[src/hw/rtl/pms_pkg.sv]
// ----------------------------------------------------------------------------
// pms_pkg
// Types and codes shared by the priority message scheduler.
// ----------------------------------------------------------------------------
package pms_pkg;

  // action codes
  localparam logic [1:0] ACT_POST     = 2'd0;
  localparam logic [1:0] ACT_DISPATCH = 2'd1;
  localparam logic [1:0] ACT_REMOVE   = 2'd2;

  // status codes
  localparam logic [1:0] ST_OK       = 2'd0;
  localparam logic [1:0] ST_BAD_TASK = 2'd1;
  localparam logic [1:0] ST_EMPTY    = 2'd2;

  // configuration register indexes
  localparam logic CFG_TASK_PRIORITIES = 1'b0;
  localparam logic CFG_TASK_COUNT      = 1'b1;

  // at most this many freed handles per remove
  localparam int MAX_FREED = 32;

  typedef struct packed {
    logic [1:0] action;
    logic [3:0] task_id;
    logic [7:0] signal;
    logic [4:0] message_handle;
    logic [3:0] priority_floor;
  } msg_in_t;

  typedef struct packed {
    logic [1:0] status;
    logic       handle_valid;
    logic [4:0] out_handle;
    logic [3:0] out_task;
    logic [7:0] out_signal;
    logic [3:0] out_priority;
    logic [5:0] removed_count;
    logic [7:0] ready_mask;
    logic       last;
  } msg_out_t;

  typedef enum logic [2:0] {
    CMD_POST,
    CMD_DISPATCH,
    CMD_REMOVE,
    CMD_BAD,
    CMD_NOP
  } cmd_kind_t;

  typedef struct packed {
    cmd_kind_t  kind;
    logic [3:0] task_id;
    logic [7:0] signal;
    logic [4:0] slot;
    logic [3:0] pri;
    logic [3:0] floor_pri;
  } pms_cmd_t;

  typedef enum logic [3:0] {
    BK_IDLE,
    BK_POST,
    BK_POST_LINK,
    BK_REPLY,
    BK_DISP,
    BK_DISP_OUT,
    BK_RM_START,
    BK_RM_ISSUE,
    BK_RM_EVAL,
    BK_RM_FRD,
    BK_RM_EMIT,
    BK_RM_CLOSE
  } back_state_t;

endpackage

[src/hw/rtl/pms_front.sv]
// ----------------------------------------------------------------------------
// pms_front
// Holds configuration, accepts input beats and classifies them into commands.
// ----------------------------------------------------------------------------
module pms_front #(
  parameter int NUM_PRIORITIES = 8,
  parameter int MSG_SLOTS      = 32,
  parameter int MAX_TASKS      = 16
) (
  input  logic              clk,
  input  logic              rst,
  input  logic              in_valid,
  input  pms_pkg::msg_in_t  in_data,
  output logic              in_stall,
  input  logic              q_full,
  output logic              push,
  output pms_pkg::pms_cmd_t cmd,
  input  logic              cfg_valid,
  output logic              cfg_ready,
  input  logic              cfg_index,
  input  logic [63:0]       cfg_data
);

  logic [63:0] task_priorities;
  logic [4:0]  task_count;
  logic [4:0]  mod_tbl [32];
  logic [3:0]  nib;
  logic        tid_ok;
  logic        pri_ok;

  // handle modulo slot count, folded into a constant table
  for (genvar i = 0; i < 32; i++) begin : g_mod
    assign mod_tbl[i] = 5'(i % MSG_SLOTS);
  end

  assign cfg_ready = 1'b1;

  always_ff @(posedge clk) begin
    if (rst) begin
      task_priorities <= 64'h1111111111111111;
      task_count      <= 5'd0;
    end else if (cfg_valid && cfg_ready) begin
      if (cfg_index == pms_pkg::CFG_TASK_PRIORITIES) begin
        task_priorities <= cfg_data;
      end else begin
        task_count <= cfg_data[4:0];
      end
    end
  end

  assign in_stall = q_full;
  assign push     = in_valid && !q_full;

  always_comb begin
    nib    = task_priorities[{in_data.task_id, 2'b00} +: 4];
    tid_ok = ({1'b0, in_data.task_id} < task_count) &&
             ({1'b0, in_data.task_id} < 5'(MAX_TASKS));
    pri_ok = (nib != 4'd0) && ({1'b0, nib} <= 5'(NUM_PRIORITIES));

    cmd.task_id   = in_data.task_id;
    cmd.signal    = in_data.signal;
    cmd.slot      = mod_tbl[in_data.message_handle];
    cmd.pri       = nib;
    cmd.floor_pri = in_data.priority_floor;
    case (in_data.action)
      pms_pkg::ACT_POST: begin
        cmd.kind = (tid_ok && pri_ok) ? pms_pkg::CMD_POST : pms_pkg::CMD_BAD;
      end
      pms_pkg::ACT_DISPATCH: begin
        cmd.kind = pms_pkg::CMD_DISPATCH;
      end
      pms_pkg::ACT_REMOVE: begin
        cmd.kind = (tid_ok && pri_ok) ? pms_pkg::CMD_REMOVE : pms_pkg::CMD_BAD;
      end
      default: begin
        cmd.kind = pms_pkg::CMD_NOP;
      end
    endcase
  end

endmodule

[src/hw/rtl/pms_cmd_fifo.sv]
// ----------------------------------------------------------------------------
// pms_cmd_fifo
// Two-entry command queue between the front and back parts.
// ----------------------------------------------------------------------------
module pms_cmd_fifo (
  input  logic              clk,
  input  logic              rst,
  input  logic              push,
  input  pms_pkg::pms_cmd_t wr_data,
  output logic              full,
  input  logic              pop,
  output logic              rd_valid,
  output pms_pkg::pms_cmd_t rd_data
);

  pms_pkg::pms_cmd_t entries [2];
  logic       wr_ptr;
  logic       rd_ptr;
  logic [1:0] count;

  assign full     = (count == 2'd2);
  assign rd_valid = (count != 2'd0);
  assign rd_data  = entries[rd_ptr];

  always_ff @(posedge clk) begin
    if (push) begin
      entries[wr_ptr] <= wr_data;
    end
  end

  always_ff @(posedge clk) begin
    if (rst) begin
      wr_ptr <= 1'b0;
      rd_ptr <= 1'b0;
      count  <= 2'd0;
    end else begin
      if (push) begin
        wr_ptr <= !wr_ptr;
      end
      if (pop) begin
        rd_ptr <= !rd_ptr;
      end
      count <= count + 2'(push) - 2'(pop);
    end
  end

endmodule

[src/hw/rtl/pms_back.sv]
// ----------------------------------------------------------------------------
// pms_back
// Carries out queued commands on the priority queues and link memories.
// ----------------------------------------------------------------------------
module pms_back #(
  parameter int NUM_PRIORITIES = 8,
  parameter int MSG_SLOTS      = 32
) (
  input  logic              clk,
  input  logic              rst,
  input  logic              cmd_valid,
  input  pms_pkg::pms_cmd_t cmd_in,
  output logic              pop,
  output logic              out_valid,
  input  logic              out_stall,
  output pms_pkg::msg_out_t out_data
);

  localparam int SW  = $clog2(MSG_SLOTS);
  localparam int QW  = (NUM_PRIORITIES > 1) ? $clog2(NUM_PRIORITIES) : 1;
  localparam int STW = $clog2(MSG_SLOTS + 1);

  pms_pkg::back_state_t state, state_next;
  pms_pkg::pms_cmd_t    cmd;

  logic [NUM_PRIORITIES-1:0] ready;
  logic [SW-1:0] head [NUM_PRIORITIES];
  logic [SW-1:0] tail [NUM_PRIORITIES];

  // slot memories: link (has_next, next) and message info (task, signal)
  logic [SW:0]   link_mem [MSG_SLOTS];
  logic [11:0]   info_mem [MSG_SLOTS];
  logic [4:0]    freed_mem [pms_pkg::MAX_FREED];
  logic [SW:0]   link_rd;
  logic [11:0]   info_rd;
  logic [4:0]    freed_rd;

  logic [SW-1:0] cur, prev;
  logic          prevv, walk_v;
  logic [STW-1:0] steps;
  logic [5:0]    nfree;
  logic [4:0]    emit_idx;
  logic [1:0]    reply_status;
  logic [QW-1:0] qsel;

  logic          obuf_free;
  logic          load_out;
  pms_pkg::msg_out_t res;

  logic [SW-1:0] slot;
  logic [QW-1:0] q_cmd;
  logic [3:0]    top;
  logic [QW-1:0] top_q;
  logic          disp_ok;
  logic [SW-1:0] rd_addr;
  logic [SW-1:0] nxt;
  logic          nv;
  logic          match;
  logic          walk_go;
  logic          link_we;
  logic [SW-1:0] link_wa;
  logic [SW:0]   link_wd;
  logic [NUM_PRIORITIES-1:0] ready_after;

  assign obuf_free = !out_valid || !out_stall;
  assign slot      = SW'(cmd.slot);
  assign q_cmd     = QW'(cmd.pri - 4'd1);
  assign nxt       = link_rd[SW-1:0];
  assign nv        = link_rd[SW];
  assign match     = (info_rd[11:8] == cmd.task_id) && (info_rd[7:0] == cmd.signal);
  assign walk_go   = walk_v && (steps < STW'(MSG_SLOTS)) &&
                     (nfree < 6'(pms_pkg::MAX_FREED));

  // highest ready priority
  always_comb begin
    top = 4'd0;
    for (int i = 0; i < NUM_PRIORITIES; i++) begin
      if (ready[i]) begin
        top = 4'(i + 1);
      end
    end
    top_q   = QW'(top - 4'd1);
    disp_ok = (top != 4'd0) && (top > cmd.floor_pri);
  end

  // keep the served head on the read port while its result waits
  assign rd_addr = (state == pms_pkg::BK_DISP)     ? head[top_q] :
                   (state == pms_pkg::BK_DISP_OUT) ? head[qsel]  : cur;

  always_comb begin
    link_we = 1'b0;
    link_wa = slot;
    link_wd = '0;
    case (state)
      pms_pkg::BK_POST: begin
        link_we = 1'b1;
      end
      pms_pkg::BK_POST_LINK: begin
        link_we = 1'b1;
        link_wa = tail[q_cmd];
        link_wd = {1'b1, slot};
      end
      pms_pkg::BK_RM_EVAL: begin
        link_we = match && prevv;
        link_wa = prev;
        link_wd = {nv, nxt};
      end
      default: begin
        link_we = 1'b0;
      end
    endcase
  end

  always_ff @(posedge clk) begin
    if (link_we) begin
      link_mem[link_wa] <= link_wd;
    end
    if (state == pms_pkg::BK_POST) begin
      info_mem[slot] <= {cmd.task_id, cmd.signal};
    end
    if (state == pms_pkg::BK_RM_EVAL && match) begin
      freed_mem[nfree[4:0]] <= 5'(cur);
    end
    link_rd  <= link_mem[rd_addr];
    info_rd  <= info_mem[rd_addr];
    freed_rd <= freed_mem[emit_idx];
  end

  // next state and result assembly
  always_comb begin
    state_next  = state;
    pop         = 1'b0;
    load_out    = 1'b0;
    ready_after = ready;
    res         = '0;
    res.last    = 1'b1;
    case (state)
      pms_pkg::BK_IDLE: begin
        if (cmd_valid) begin
          pop = 1'b1;
          case (cmd_in.kind)
            pms_pkg::CMD_POST:     state_next = pms_pkg::BK_POST;
            pms_pkg::CMD_DISPATCH: state_next = pms_pkg::BK_DISP;
            pms_pkg::CMD_REMOVE:   state_next = pms_pkg::BK_RM_START;
            default:               state_next = pms_pkg::BK_REPLY;
          endcase
        end
      end
      pms_pkg::BK_POST: begin
        state_next = ready[q_cmd] ? pms_pkg::BK_POST_LINK : pms_pkg::BK_REPLY;
      end
      pms_pkg::BK_POST_LINK: begin
        state_next = pms_pkg::BK_REPLY;
      end
      pms_pkg::BK_REPLY: begin
        res.status = reply_status;
        if (obuf_free) begin
          load_out   = 1'b1;
          state_next = pms_pkg::BK_IDLE;
        end
      end
      pms_pkg::BK_DISP: begin
        state_next = disp_ok ? pms_pkg::BK_DISP_OUT : pms_pkg::BK_REPLY;
      end
      pms_pkg::BK_DISP_OUT: begin
        if (!nv) begin
          ready_after[qsel] = 1'b0;
        end
        res.handle_valid = 1'b1;
        res.out_handle   = 5'(head[qsel]);
        res.out_task     = info_rd[11:8];
        res.out_signal   = info_rd[7:0];
        res.out_priority = 4'(qsel) + 4'd1;
        if (obuf_free) begin
          load_out   = 1'b1;
          state_next = pms_pkg::BK_IDLE;
        end
      end
      pms_pkg::BK_RM_START: begin
        state_next = pms_pkg::BK_RM_ISSUE;
      end
      pms_pkg::BK_RM_ISSUE: begin
        if (walk_go) begin
          state_next = pms_pkg::BK_RM_EVAL;
        end else if (nfree == 6'd0) begin
          state_next = pms_pkg::BK_RM_CLOSE;
        end else begin
          state_next = pms_pkg::BK_RM_FRD;
        end
      end
      pms_pkg::BK_RM_EVAL: begin
        state_next = pms_pkg::BK_RM_ISSUE;
      end
      pms_pkg::BK_RM_FRD: begin
        state_next = pms_pkg::BK_RM_EMIT;
      end
      pms_pkg::BK_RM_EMIT: begin
        res.handle_valid = 1'b1;
        res.out_handle   = freed_rd;
        res.out_task     = cmd.task_id;
        res.out_signal   = cmd.signal;
        res.out_priority = cmd.pri;
        res.last         = 1'b0;
        if (obuf_free) begin
          load_out   = 1'b1;
          state_next = (6'(emit_idx) + 6'd1 == nfree) ? pms_pkg::BK_RM_CLOSE
                                                      : pms_pkg::BK_RM_FRD;
        end
      end
      pms_pkg::BK_RM_CLOSE: begin
        res.out_priority  = cmd.pri;
        res.removed_count = nfree;
        if (obuf_free) begin
          load_out   = 1'b1;
          state_next = pms_pkg::BK_IDLE;
        end
      end
      default: begin
        state_next = pms_pkg::BK_IDLE;
      end
    endcase
    res.ready_mask = 8'(ready_after);
  end

  always_ff @(posedge clk) begin
    if (rst) begin
      state <= pms_pkg::BK_IDLE;
    end else begin
      state <= state_next;
    end
  end

  // ready bitmap and output register
  always_ff @(posedge clk) begin
    if (rst) begin
      ready     <= '0;
      out_valid <= 1'b0;
    end else begin
      if (load_out) begin
        out_valid <= 1'b1;
      end else if (!out_stall) begin
        out_valid <= 1'b0;
      end
      if (state == pms_pkg::BK_POST && !ready[q_cmd]) begin
        ready[q_cmd] <= 1'b1;
      end
      if (state == pms_pkg::BK_DISP_OUT && load_out) begin
        ready <= ready_after;
      end
      if (state == pms_pkg::BK_RM_EVAL && match && !nv && !prevv) begin
        ready[q_cmd] <= 1'b0;
      end
    end
  end

  // datapath registers
  always_ff @(posedge clk) begin
    if (load_out) begin
      out_data <= res;
    end
    case (state)
      pms_pkg::BK_IDLE: begin
        cmd          <= cmd_in;
        reply_status <= (cmd_in.kind == pms_pkg::CMD_BAD) ? pms_pkg::ST_BAD_TASK
                                                          : pms_pkg::ST_OK;
      end
      pms_pkg::BK_POST: begin
        if (!ready[q_cmd]) begin
          head[q_cmd] <= slot;
          tail[q_cmd] <= slot;
        end
      end
      pms_pkg::BK_POST_LINK: begin
        tail[q_cmd] <= slot;
      end
      pms_pkg::BK_DISP: begin
        qsel <= top_q;
        if (!disp_ok) begin
          reply_status <= pms_pkg::ST_EMPTY;
        end
      end
      pms_pkg::BK_DISP_OUT: begin
        if (load_out && nv) begin
          head[qsel] <= nxt;
        end
      end
      pms_pkg::BK_RM_START: begin
        cur    <= head[q_cmd];
        walk_v <= ready[q_cmd];
        prevv  <= 1'b0;
        steps  <= '0;
        nfree  <= 6'd0;
      end
      pms_pkg::BK_RM_ISSUE: begin
        emit_idx <= 5'd0;
      end
      pms_pkg::BK_RM_EVAL: begin
        steps  <= steps + STW'(1);
        cur    <= nxt;
        walk_v <= nv;
        if (match) begin
          nfree <= nfree + 6'd1;
          if (!prevv) begin
            head[q_cmd] <= nxt;
          end
          if (!nv && prevv) begin
            tail[q_cmd] <= prev;
          end
        end else begin
          prev  <= cur;
          prevv <= 1'b1;
        end
      end
      pms_pkg::BK_RM_EMIT: begin
        if (load_out) begin
          emit_idx <= emit_idx + 5'd1;
        end
      end
      default: begin
      end
    endcase
  end

endmodule

[src/hw/rtl/priority_message_scheduler.sv]
// ----------------------------------------------------------------------------
// priority_message_scheduler
// Per-priority message FIFOs with a ready bitmap: post, dispatch, remove.
// ----------------------------------------------------------------------------
//  channel | signals                                  | beat taken when
//  --------+------------------------------------------+---------------------
//  input   | in_valid, in_stall, in_data              | in_valid & !in_stall
//  output  | out_valid, out_stall, out_data           | out_valid & !out_stall
//  config  | cfg_valid, cfg_ready, cfg_index, cfg_data| cfg_valid & cfg_ready
//
//  A remove walks its priority queue link by link, then sends one beat per
//  freed handle (last low) and a closing beat that carries the removed count.
//  Reset (rst, synchronous) clears the ready bitmap and handshake state;
//  queue pointers and slot memories hold garbage until written.
//  The front keeps taking beats into a two-entry command queue while the
//  back part waits on out_stall; in_stall rises only when that queue is full.
// ----------------------------------------------------------------------------
module priority_message_scheduler #(
  parameter int NUM_PRIORITIES = 8,
  parameter int MSG_SLOTS      = 32,
  parameter int MAX_TASKS      = 16
) (
  input  logic              clk,
  input  logic              rst,
  input  logic              in_valid,
  output logic              in_stall,
  input  pms_pkg::msg_in_t  in_data,
  output logic              out_valid,
  input  logic              out_stall,
  output pms_pkg::msg_out_t out_data,
  input  logic              cfg_valid,
  output logic              cfg_ready,
  input  logic              cfg_index,
  input  logic [63:0]       cfg_data
);

  logic              q_full;
  logic              push;
  logic              pop;
  logic              cmd_valid;
  pms_pkg::pms_cmd_t cmd_wr;
  pms_pkg::pms_cmd_t cmd_rd;

  // classify and hold configuration
  pms_front #(
    .NUM_PRIORITIES(NUM_PRIORITIES),
    .MSG_SLOTS     (MSG_SLOTS),
    .MAX_TASKS     (MAX_TASKS)
  ) u_front (
    .clk      (clk),
    .rst      (rst),
    .in_valid (in_valid),
    .in_data  (in_data),
    .in_stall (in_stall),
    .q_full   (q_full),
    .push     (push),
    .cmd      (cmd_wr),
    .cfg_valid(cfg_valid),
    .cfg_ready(cfg_ready),
    .cfg_index(cfg_index),
    .cfg_data (cfg_data)
  );

  // decouple front from back
  pms_cmd_fifo u_fifo (
    .clk     (clk),
    .rst     (rst),
    .push    (push),
    .wr_data (cmd_wr),
    .full    (q_full),
    .pop     (pop),
    .rd_valid(cmd_valid),
    .rd_data (cmd_rd)
  );

  // execute commands and drive result beats
  pms_back #(
    .NUM_PRIORITIES(NUM_PRIORITIES),
    .MSG_SLOTS     (MSG_SLOTS)
  ) u_back (
    .clk      (clk),
    .rst      (rst),
    .cmd_valid(cmd_valid),
    .cmd_in   (cmd_rd),
    .pop      (pop),
    .out_valid(out_valid),
    .out_stall(out_stall),
    .out_data (out_data)
  );

endmodule

[config.mk]
export PLATFORM = sky130hd
export DESIGN_NAME = priority_message_scheduler
export DESIGN_NICKNAME = d
export VERILOG_FILES = /design/src/hw/rtl/pms_pkg.sv /design/src/hw/rtl/pms_front.sv /design/src/hw/rtl/pms_cmd_fifo.sv /design/src/hw/rtl/pms_back.sv /design/src/hw/rtl/priority_message_scheduler.sv
export SDC_FILE = /design/constraint.sdc
export NUM_CORES = 1
export LEC_CHECK = 0
export ABC_CLOCK_PERIOD_IN_PS = 3900
export BUFFER_PORTS_ARGS = -buffer_cell sky130_fd_sc_hd__buf_2
export CAP_MARGIN = 20
export CORE_MARGIN = 5
export CORE_UTILIZATION = 55
export DETAILED_ROUTE_END_ITERATION = 12
export PLACE_DENSITY = 0.75
export SYNTH_ARGS = -nofsm -noshare
export SYNTH_HDL_FRONTEND = slang
export SYNTH_SLANG_ARGS = --single-unit
export TNS_END_PERCENT = 1
[constraint.sdc]
create_clock -name clk -period 3.9 [get_ports clk]
set_input_delay 0.78 -clock clk [delete_from_list [all_inputs] [get_ports clk]]
set_output_delay 0.78 -clock clk [all_outputs]
set_load 0.005 [all_outputs]
==> flow_summary.toml, run 1 <==
[floorplan]
initial_utilization_pct = 55.4
die_area_um2 = 86800
die_h_um = 295
core_um2 = 80400
die_w_um = 295
io_pins = 135
core.rowCount = 104

[power]
p_per_area_nw_per_um2 = 676
cellLeakagePower_nw = 17.8
internal_power_mw = 23.7
p_seq_share_pct = 44.4
peakVddDrop_v = 0.000502
switching_power_mw = 10.7
comb_power_share_pct = 25.6
clockPowerShare_pct = 29.9
swShare_pct = 31.1

[route]
dr.pass1.iters = 6
wl_mm = 106
post_drt_wl_per_cell_um = 24.2
ant_nets = 0
via_per_inst = 6.12
drtIter0Drc = 3223
drc = 0
dr_total_vias = 26900

[finish]
nets = 3357
num_antenna_cells = 0
fill_cells = 5688
final_cells = 4399
final_area_um2 = 50900
final-seq-area_um2 = 31400
final_layout_size_suffix_gt1_share_pct = 21.4
multi_input_comb_area_um2 = 12300
area_growth_pct = 14.3

[worst_setup_path]
worst-path-max-fanout = 14
cp-end-kind = "register"
cp.required_ns = 4.19
r2r_setup_slack_ns = 0.08
path_class = "register to register"
arrival_ns = 4.11
critPathLaunchType = "register"

[synth]
synth_top_area_cell = "edfxtp_1"
synth_area_um2 = 44500
ys_seq_area_share_pct = 70.5
netlist.area_leader.share_pct = 65.4
avgSynthCellArea_um2 = 14.8
synthArstFlopShare_pct = 0
synth-seq-cells = 1083
synth_edf_count = 970
synth_nets = 3120
yosys_warnings = 0
ys.flop_type = "edfxtp_1"
synth_area_leaders = "edfxtp_1 (65%), dfxtp_1 (5.1%), mux4_2 (4.6%)"
synth_cells = 3009
ys_types = 70

[clock_tree]
cts_root_buf = "clkbuf_16"
clock_sink_count = 1083
holdBufCountCts = 0
clk_pin_slew_ns = 0.06
cts_buffers = 106
clk_path_buf_depth = 3
cts_setup_buffers = 0
h-tree-depth = 3
clock_latency_ns = 0.66
cts_tree = "built"

[grt]
antenna_found_initial = 1
first_global_vias = 26700
use_met3_pct = 3.96
grt_use_met2_pct = 39.2
grt_use_met1_pct = 34.8
grt_first_pass_wirelength_mm = 162
grt_usage_pct = 24.3
grt_max_degree = 65
busiest_layer = "met2"
grt-ovfl-total = 0

[timing]
maxSlewHeadroom_pct = 25.3
rsz0062_at_grt = "true"
holdWs_ns = 0.313
max_freq_ghz = 0.262
fin_crit_sh_pct = 97.9
slew_violations = 0
fin_tns_setup_ns = 0
worst_pin_slew_ns = 1.11
finalCriticalPeriod_ns = 3.82
skew_ns = 0.0206
finalHoldViolations = 0
finalSetupViolations = 0

[placement]
placed_area_um2 = 47300
placedCellCount = 4196
hpwlAfterDp_mm = 69.7
gp_congestion = 0.914
io_buffers = 133

[status]
status = "finished clean"

[worst_hold_path]
hp-class = "primary input to register"

[flow_run]
drv_cap = 0
-- placed cells by master (no fill, tap or decap), types with 20 or more instances in the layout --
master	n
a211oi_1	61
a21o_1	44
a21oi_1	161
a221oi_1	26
a22o_1	20
a311oi_1	24
buf_2	133
buf_4	160
clkbuf_1	23
clkbuf_16	109
dfxtp_1	113
edfxtp_1	970
inv_1	25
mux2_2	99
mux2i_1	166
mux4_2	90
nand2_1	379
nand3_1	47
nand3b_1	25
nor2_1	192
nor2b_1	28
nor3_1	38
o211ai_1	23
o21ai_0	58
o21ai_1	21
xor2_1	24
-- critical path, cell delays in order, from the launching register on --
cell	delay [ns]
edfxtp_1	0.44
inv_1	0.08
ha_1	0.30
xor2_4	0.14
buf_4	0.21
a21oi_1	0.16
a311oi_1	0.07
a211oi_1	0.28
nor2_1	0.07
a221oi_1	0.54
nor2b_1	0.25
nand2_1	0.32
nor2_1	0.57
-- flip-flops by register name, indices dropped and copies added, names as in the netlist, 39 cells and up, named ones only --
register and count:
u_back.out_data 39, u_back.info_mem 384, u_back.tail 40, u_back.head 40, u_back.freed_mem 160, u_front.task_priorities 64
u_back.link_mem 192, u_fifo.entries 56
-- per-stage QoR --
| stage | total power [mW] | setup slack [ns] | util, % |
|---|---|---|---|
| after floorplan | 20.6 | 0.0433 | - |
| after global placement | 23.9 | -0.0888 | 58.8 |
| after detailed placement | 24.1 | -0.196 | 58.8 |
| after CTS | 34.4 | 0.00131 | 63.2 |
| after global routing | 35.7 | -0.0900 | 63.3 |
| final | 34.4 | 0.0800 | 63.3 |
-- logic make-up after synthesis --
| group | synth area share, % |
|---|---|
| flops | 70.5 |
| simple gates | 8.03 |
| compound gates | 7.24 |
| mux | 10.8 |
| buf+inv | 2.22 |
| xor+xnor | 0.747 |
| fa+ha+maj | 0.506 |
| other cells | 0.00842 |
-- synthesized netlist by cell type, types with 18 or more instances --
cell type / instances
xor2_1: 25
buf_1: 19
nand4_1: 19
nor3_1: 42
nor2b_1: 30
nor2_1: 200
inv_1: 25
buf_2: 42
nand2_1: 379
mux2_2: 99
mux2i_1: 166
nand3b_1: 25
buf_4: 22
a311oi_1: 24
nand3_1: 47
a22o_1: 20
ha_1: 18
a211oi_1: 61
dfxtp_1: 113
mux4_2: 90
clkbuf_1: 90
a21oi_1: 161
edfxtp_1: 970
a21o_1: 44
o21ai_0: 66
o211ai_1: 23
a221oi_1: 27
-- area by class of cell --
class	count	share of cell area [%]
clock inverters	60	1.23
multi-input cells	1716	24.2
clock buffers	141	5.77
repair buffers	311	4.39
flip-flops and latches	1083	61.6
inverters	28	0.206
well taps	1060	2.60
-- routing by layer --
| metal | routed length, um | vias up |
|---|---|---|
| met5 | 0 | - |
| met4 | 2910 | 0 |
| met3 | 9570 | 184 |
| met2 | 51200 | 1316 |
| met1 | 42800 | 13500 |
| li1 | - | 11900 |
-- what timing repair did --
action	CTS	global route
resized for setup	8	17
cloned	0	0
hold endpoints to repair	0	0
setup endpoints to repair	8	104
-- path summary, 6_finish.rpt --
kind                                    start                          end  cells past startpoint
hold / removal                     in_data[1]         u_fifo.entries[1][1]                      1
hold reg to reg   u_front.task_priorities[29]  u_front.task_priorities[29]                      2
setup reg to reg                u_back.cmd[5]       u_back.link_mem[12][0]                     12
setup / recovery                u_back.cmd[5]       u_back.link_mem[12][0]                     12
-- power by group through the flow --
stage                     clock, mW  sequential [mW]  combinational (mW)
after global routing           11.0             15.3                9.40
final                          10.3             15.3                8.82
after global placement            0             15.4                8.43
after detailed placement          0             15.5                8.64
after floorplan                   0             15.4                5.17
after CTS                      10.4             15.2                8.70
No activity file was read; power rests on OpenSTA's default activity.
==> inputs of run 2 (changes only) <==
--- a/config.mk
+++ b/config.mk
@@ -6,12 +6,13 @@
 export NUM_CORES = 1
 export LEC_CHECK = 0
 export ABC_CLOCK_PERIOD_IN_PS = 3900
-export BUFFER_PORTS_ARGS = -buffer_cell sky130_fd_sc_hd__buf_2
 export CAP_MARGIN = 20
 export CORE_MARGIN = 5
 export CORE_UTILIZATION = 55
 export DETAILED_ROUTE_END_ITERATION = 12
-export PLACE_DENSITY = 0.75
+export DONT_BUFFER_PORTS = 1
+export PLACE_DENSITY = 0.73
+export RECOVER_POWER = 50
 export SYNTH_ARGS = -nofsm -noshare
 export SYNTH_HDL_FRONTEND = slang
 export SYNTH_SLANG_ARGS = --single-unit
==> run 2 against run 1 <==
Compared with the run above:
- via count fell by 2.4%
- sequential power barely moved
- critical endpoint is now u_back.info_rd[8]
- non-clock buffer count fell by 141
- cell area fell by 1.6%
- the flow now finishes with violations (capacitance limit, slew limit, setup timing)
==> flow_summary.toml, run 2 (synthesis results as in run 1) <==
[status]
status = "finished, violations left"
violations = "capacitance limit, slew limit, setup timing"

[route]
via_per_inst = 6.18
ant_nets = 0
wl_mm = 107
post_drt_wl_per_cell_um = 25.0
dr_total_vias = 26300
drtIter0Drc = 2877
dr.pass1.iters = 8
drc = 0

[worst_setup_path]
arrival_ns = 4.38
ff2ff_path_depth = 17
cp.required_ns = 4.37
worst-path-max-fanout = 62
r2r_setup_slack_ns = -0.01
rr_startpoint = "u_back.ready[5]"
rr_endpoint = "u_back.info_rd[8]"
critPathLaunchType = "register"
path_class = "register to register"
cp-end-kind = "register"

[power]
total_power_mw = 34.3
cellLeakagePower_nw = 17.2
peakVddDrop_v = 0.000551
p_per_area_nw_per_um2 = 684

[timing]
finalCriticalPeriod_ns = 3.91
max_freq_ghz = 0.255
rsz0062_at_grt = "true"
maxSlewHeadroom_pct = -29.9
slew_violations = 592
worst_pin_slew_ns = 1.95
skew_ns = 0.0342
fin_crit_sh_pct = 100
finalSetupViolations = 4
finalHoldViolations = 0
worst_slack_ns = -0.0142

[placement]
post-place-ws_ns = -0.271
io_buffers = 0
gp_congestion = 0.926
hpwlAfterDp_mm = 69.8

[finish]
nets = 3215
fill_cells = 5774
final_cell_mix = "edfxtp_1 (970), nand2_1 (376), nor2_1 (183), mux2i_1 (164), a21oi_1 (161)"
final_common_cell = "edfxtp_1"
largest-register = "u_back.info_mem"
final_layout_size_suffix_gt1_share_pct = 17.2
area_growth_pct = 12.5
largest_register_ffs = 384
final_core_util_pct = 62.3

[floorplan]
die_area_um2 = 86800
core_um2 = 80400
initial_utilization_pct = 55.4
io_pins = 135
die_w_um = 295
die_h_um = 295
core.rowCount = 104

[grt]
grt_usage_pct = 24.1
grt_first_pass_wirelength_mm = 160
grt-ovfl-total = 0
antenna_found_initial = 3
first_global_vias = 26100
grt_max_degree = 88

[clock_tree]
h-tree-depth = 3
clock_sink_count = 1083
clk_path_buf_depth = 3
cts_tree = "built"
clk_pin_slew_ns = 0.06
clock_latency_ns = 0.67
cts_buffers = 105
cts_root_buf = "clkbuf_16"

[worst_hold_path]
min-delay-start = "rst"
holdPathStages = 1
hp-class = "primary input to register"
holdPathEnd = "u_front.task_priorities[3]"

[flow_run]
drv_cap = 18
## run 2: where the power goes
group / internal, mW / leakage [nW] / switching (mW) / total (mW)
Combinational: 2.90 / 5.68 / 5.66 / 8.56
Clock: 6.13 / 1.73 / 4.19 / 10.3
Sequential: 14.7 / 9.74 / 0.724 / 15.4
Total: 23.7 / 17.2 / 10.6 / 34.3
## run 2: worst max path at each step
stage,startpoint,to,slack (ns),cells after the start
floorplan,u_back.cmd[4],u_back.head[6][0],0.04,11
global placement,u_back.ready[5],u_back.info_rd[5],-0.20,17
detailed placement,u_back.ready[5],u_back.info_rd[5],-0.27,15
CTS,u_back.ready[5],u_back.info_rd[8],-0.10,17
global route,u_back.ready[5],u_back.info_rd[8],-0.15,17
finish,u_back.ready[5],u_back.info_rd[8],-0.01,17
## run 2: final cells by class
cell class / instances / area, um2 / area share (%)
Clock buffer: 136 / 2920 / 5.83
Tap cell: 1060 / 1330 / 2.65
Inverter: 28 / 105 / 0.210
Timing Repair Buffer: 170 / 1350 / 2.69
Antenna cell: 1 / 2.50 / 0.00499
Sequential cell: 1083 / 31400 / 62.6
Multi-Input combinational cell: 1716 / 12400 / 24.7
Clock inverter: 59 / 638 / 1.27
## run 2: critical path: stages (launching register included)
cell and delay [ns]:
dfxtp_1 0.36, nor2b_1 0.22, o21bai_2 0.17, nand2_4 0.11, inv_2 0.04, ha_1 0.21
or3_1 0.38, and2_4 0.19, inv_2 0.09, o211ai_1 0.14, a21boi_4 0.34, buf_12 0.33
buf_4 0.22, nor2b_1 0.05, a211oi_1 0.19, a21oi_1 0.06, o21ai_0 0.28, nand4_1 0.27
## run 2: per-layer routing
layer / GRT usage (%) / up-vias / wire length, um
met5: 0 / - / 12
met4: 7.01 / 2 / 3040
met3: 4.45 / 190 / 9440
met2: 39.5 / 1237 / 51600
met1: 33.5 / 13200 / 42500
li1: - / 11700 / -
## run 2: through the flow
step | setup TNS, ns | instances | instance area (um2) | hold slack (ns)
after floorplan | 0 | 3009 | 44500 | 0.432
after global routing | -4.46 | 4252 | 50100 | 0.185
after CTS | -5.63 | 4246 | 50000 | 0.158
final | -0.0293 | 4253 | 50100 | 0.212
after detailed placement | -1.30 | 4051 | 46400 | 0.439
after global placement | -0.384 | 4051 | 46400 | 0.433
## run 2: what timing repair did
item | in CTS | in global routing
pin swaps | 1 | 3
buffers inserted | 0 | 4
gates resized for setup | 10 | 42
hold buffers | 0 | 0
endpoints found under the setup margin | 109 | 156
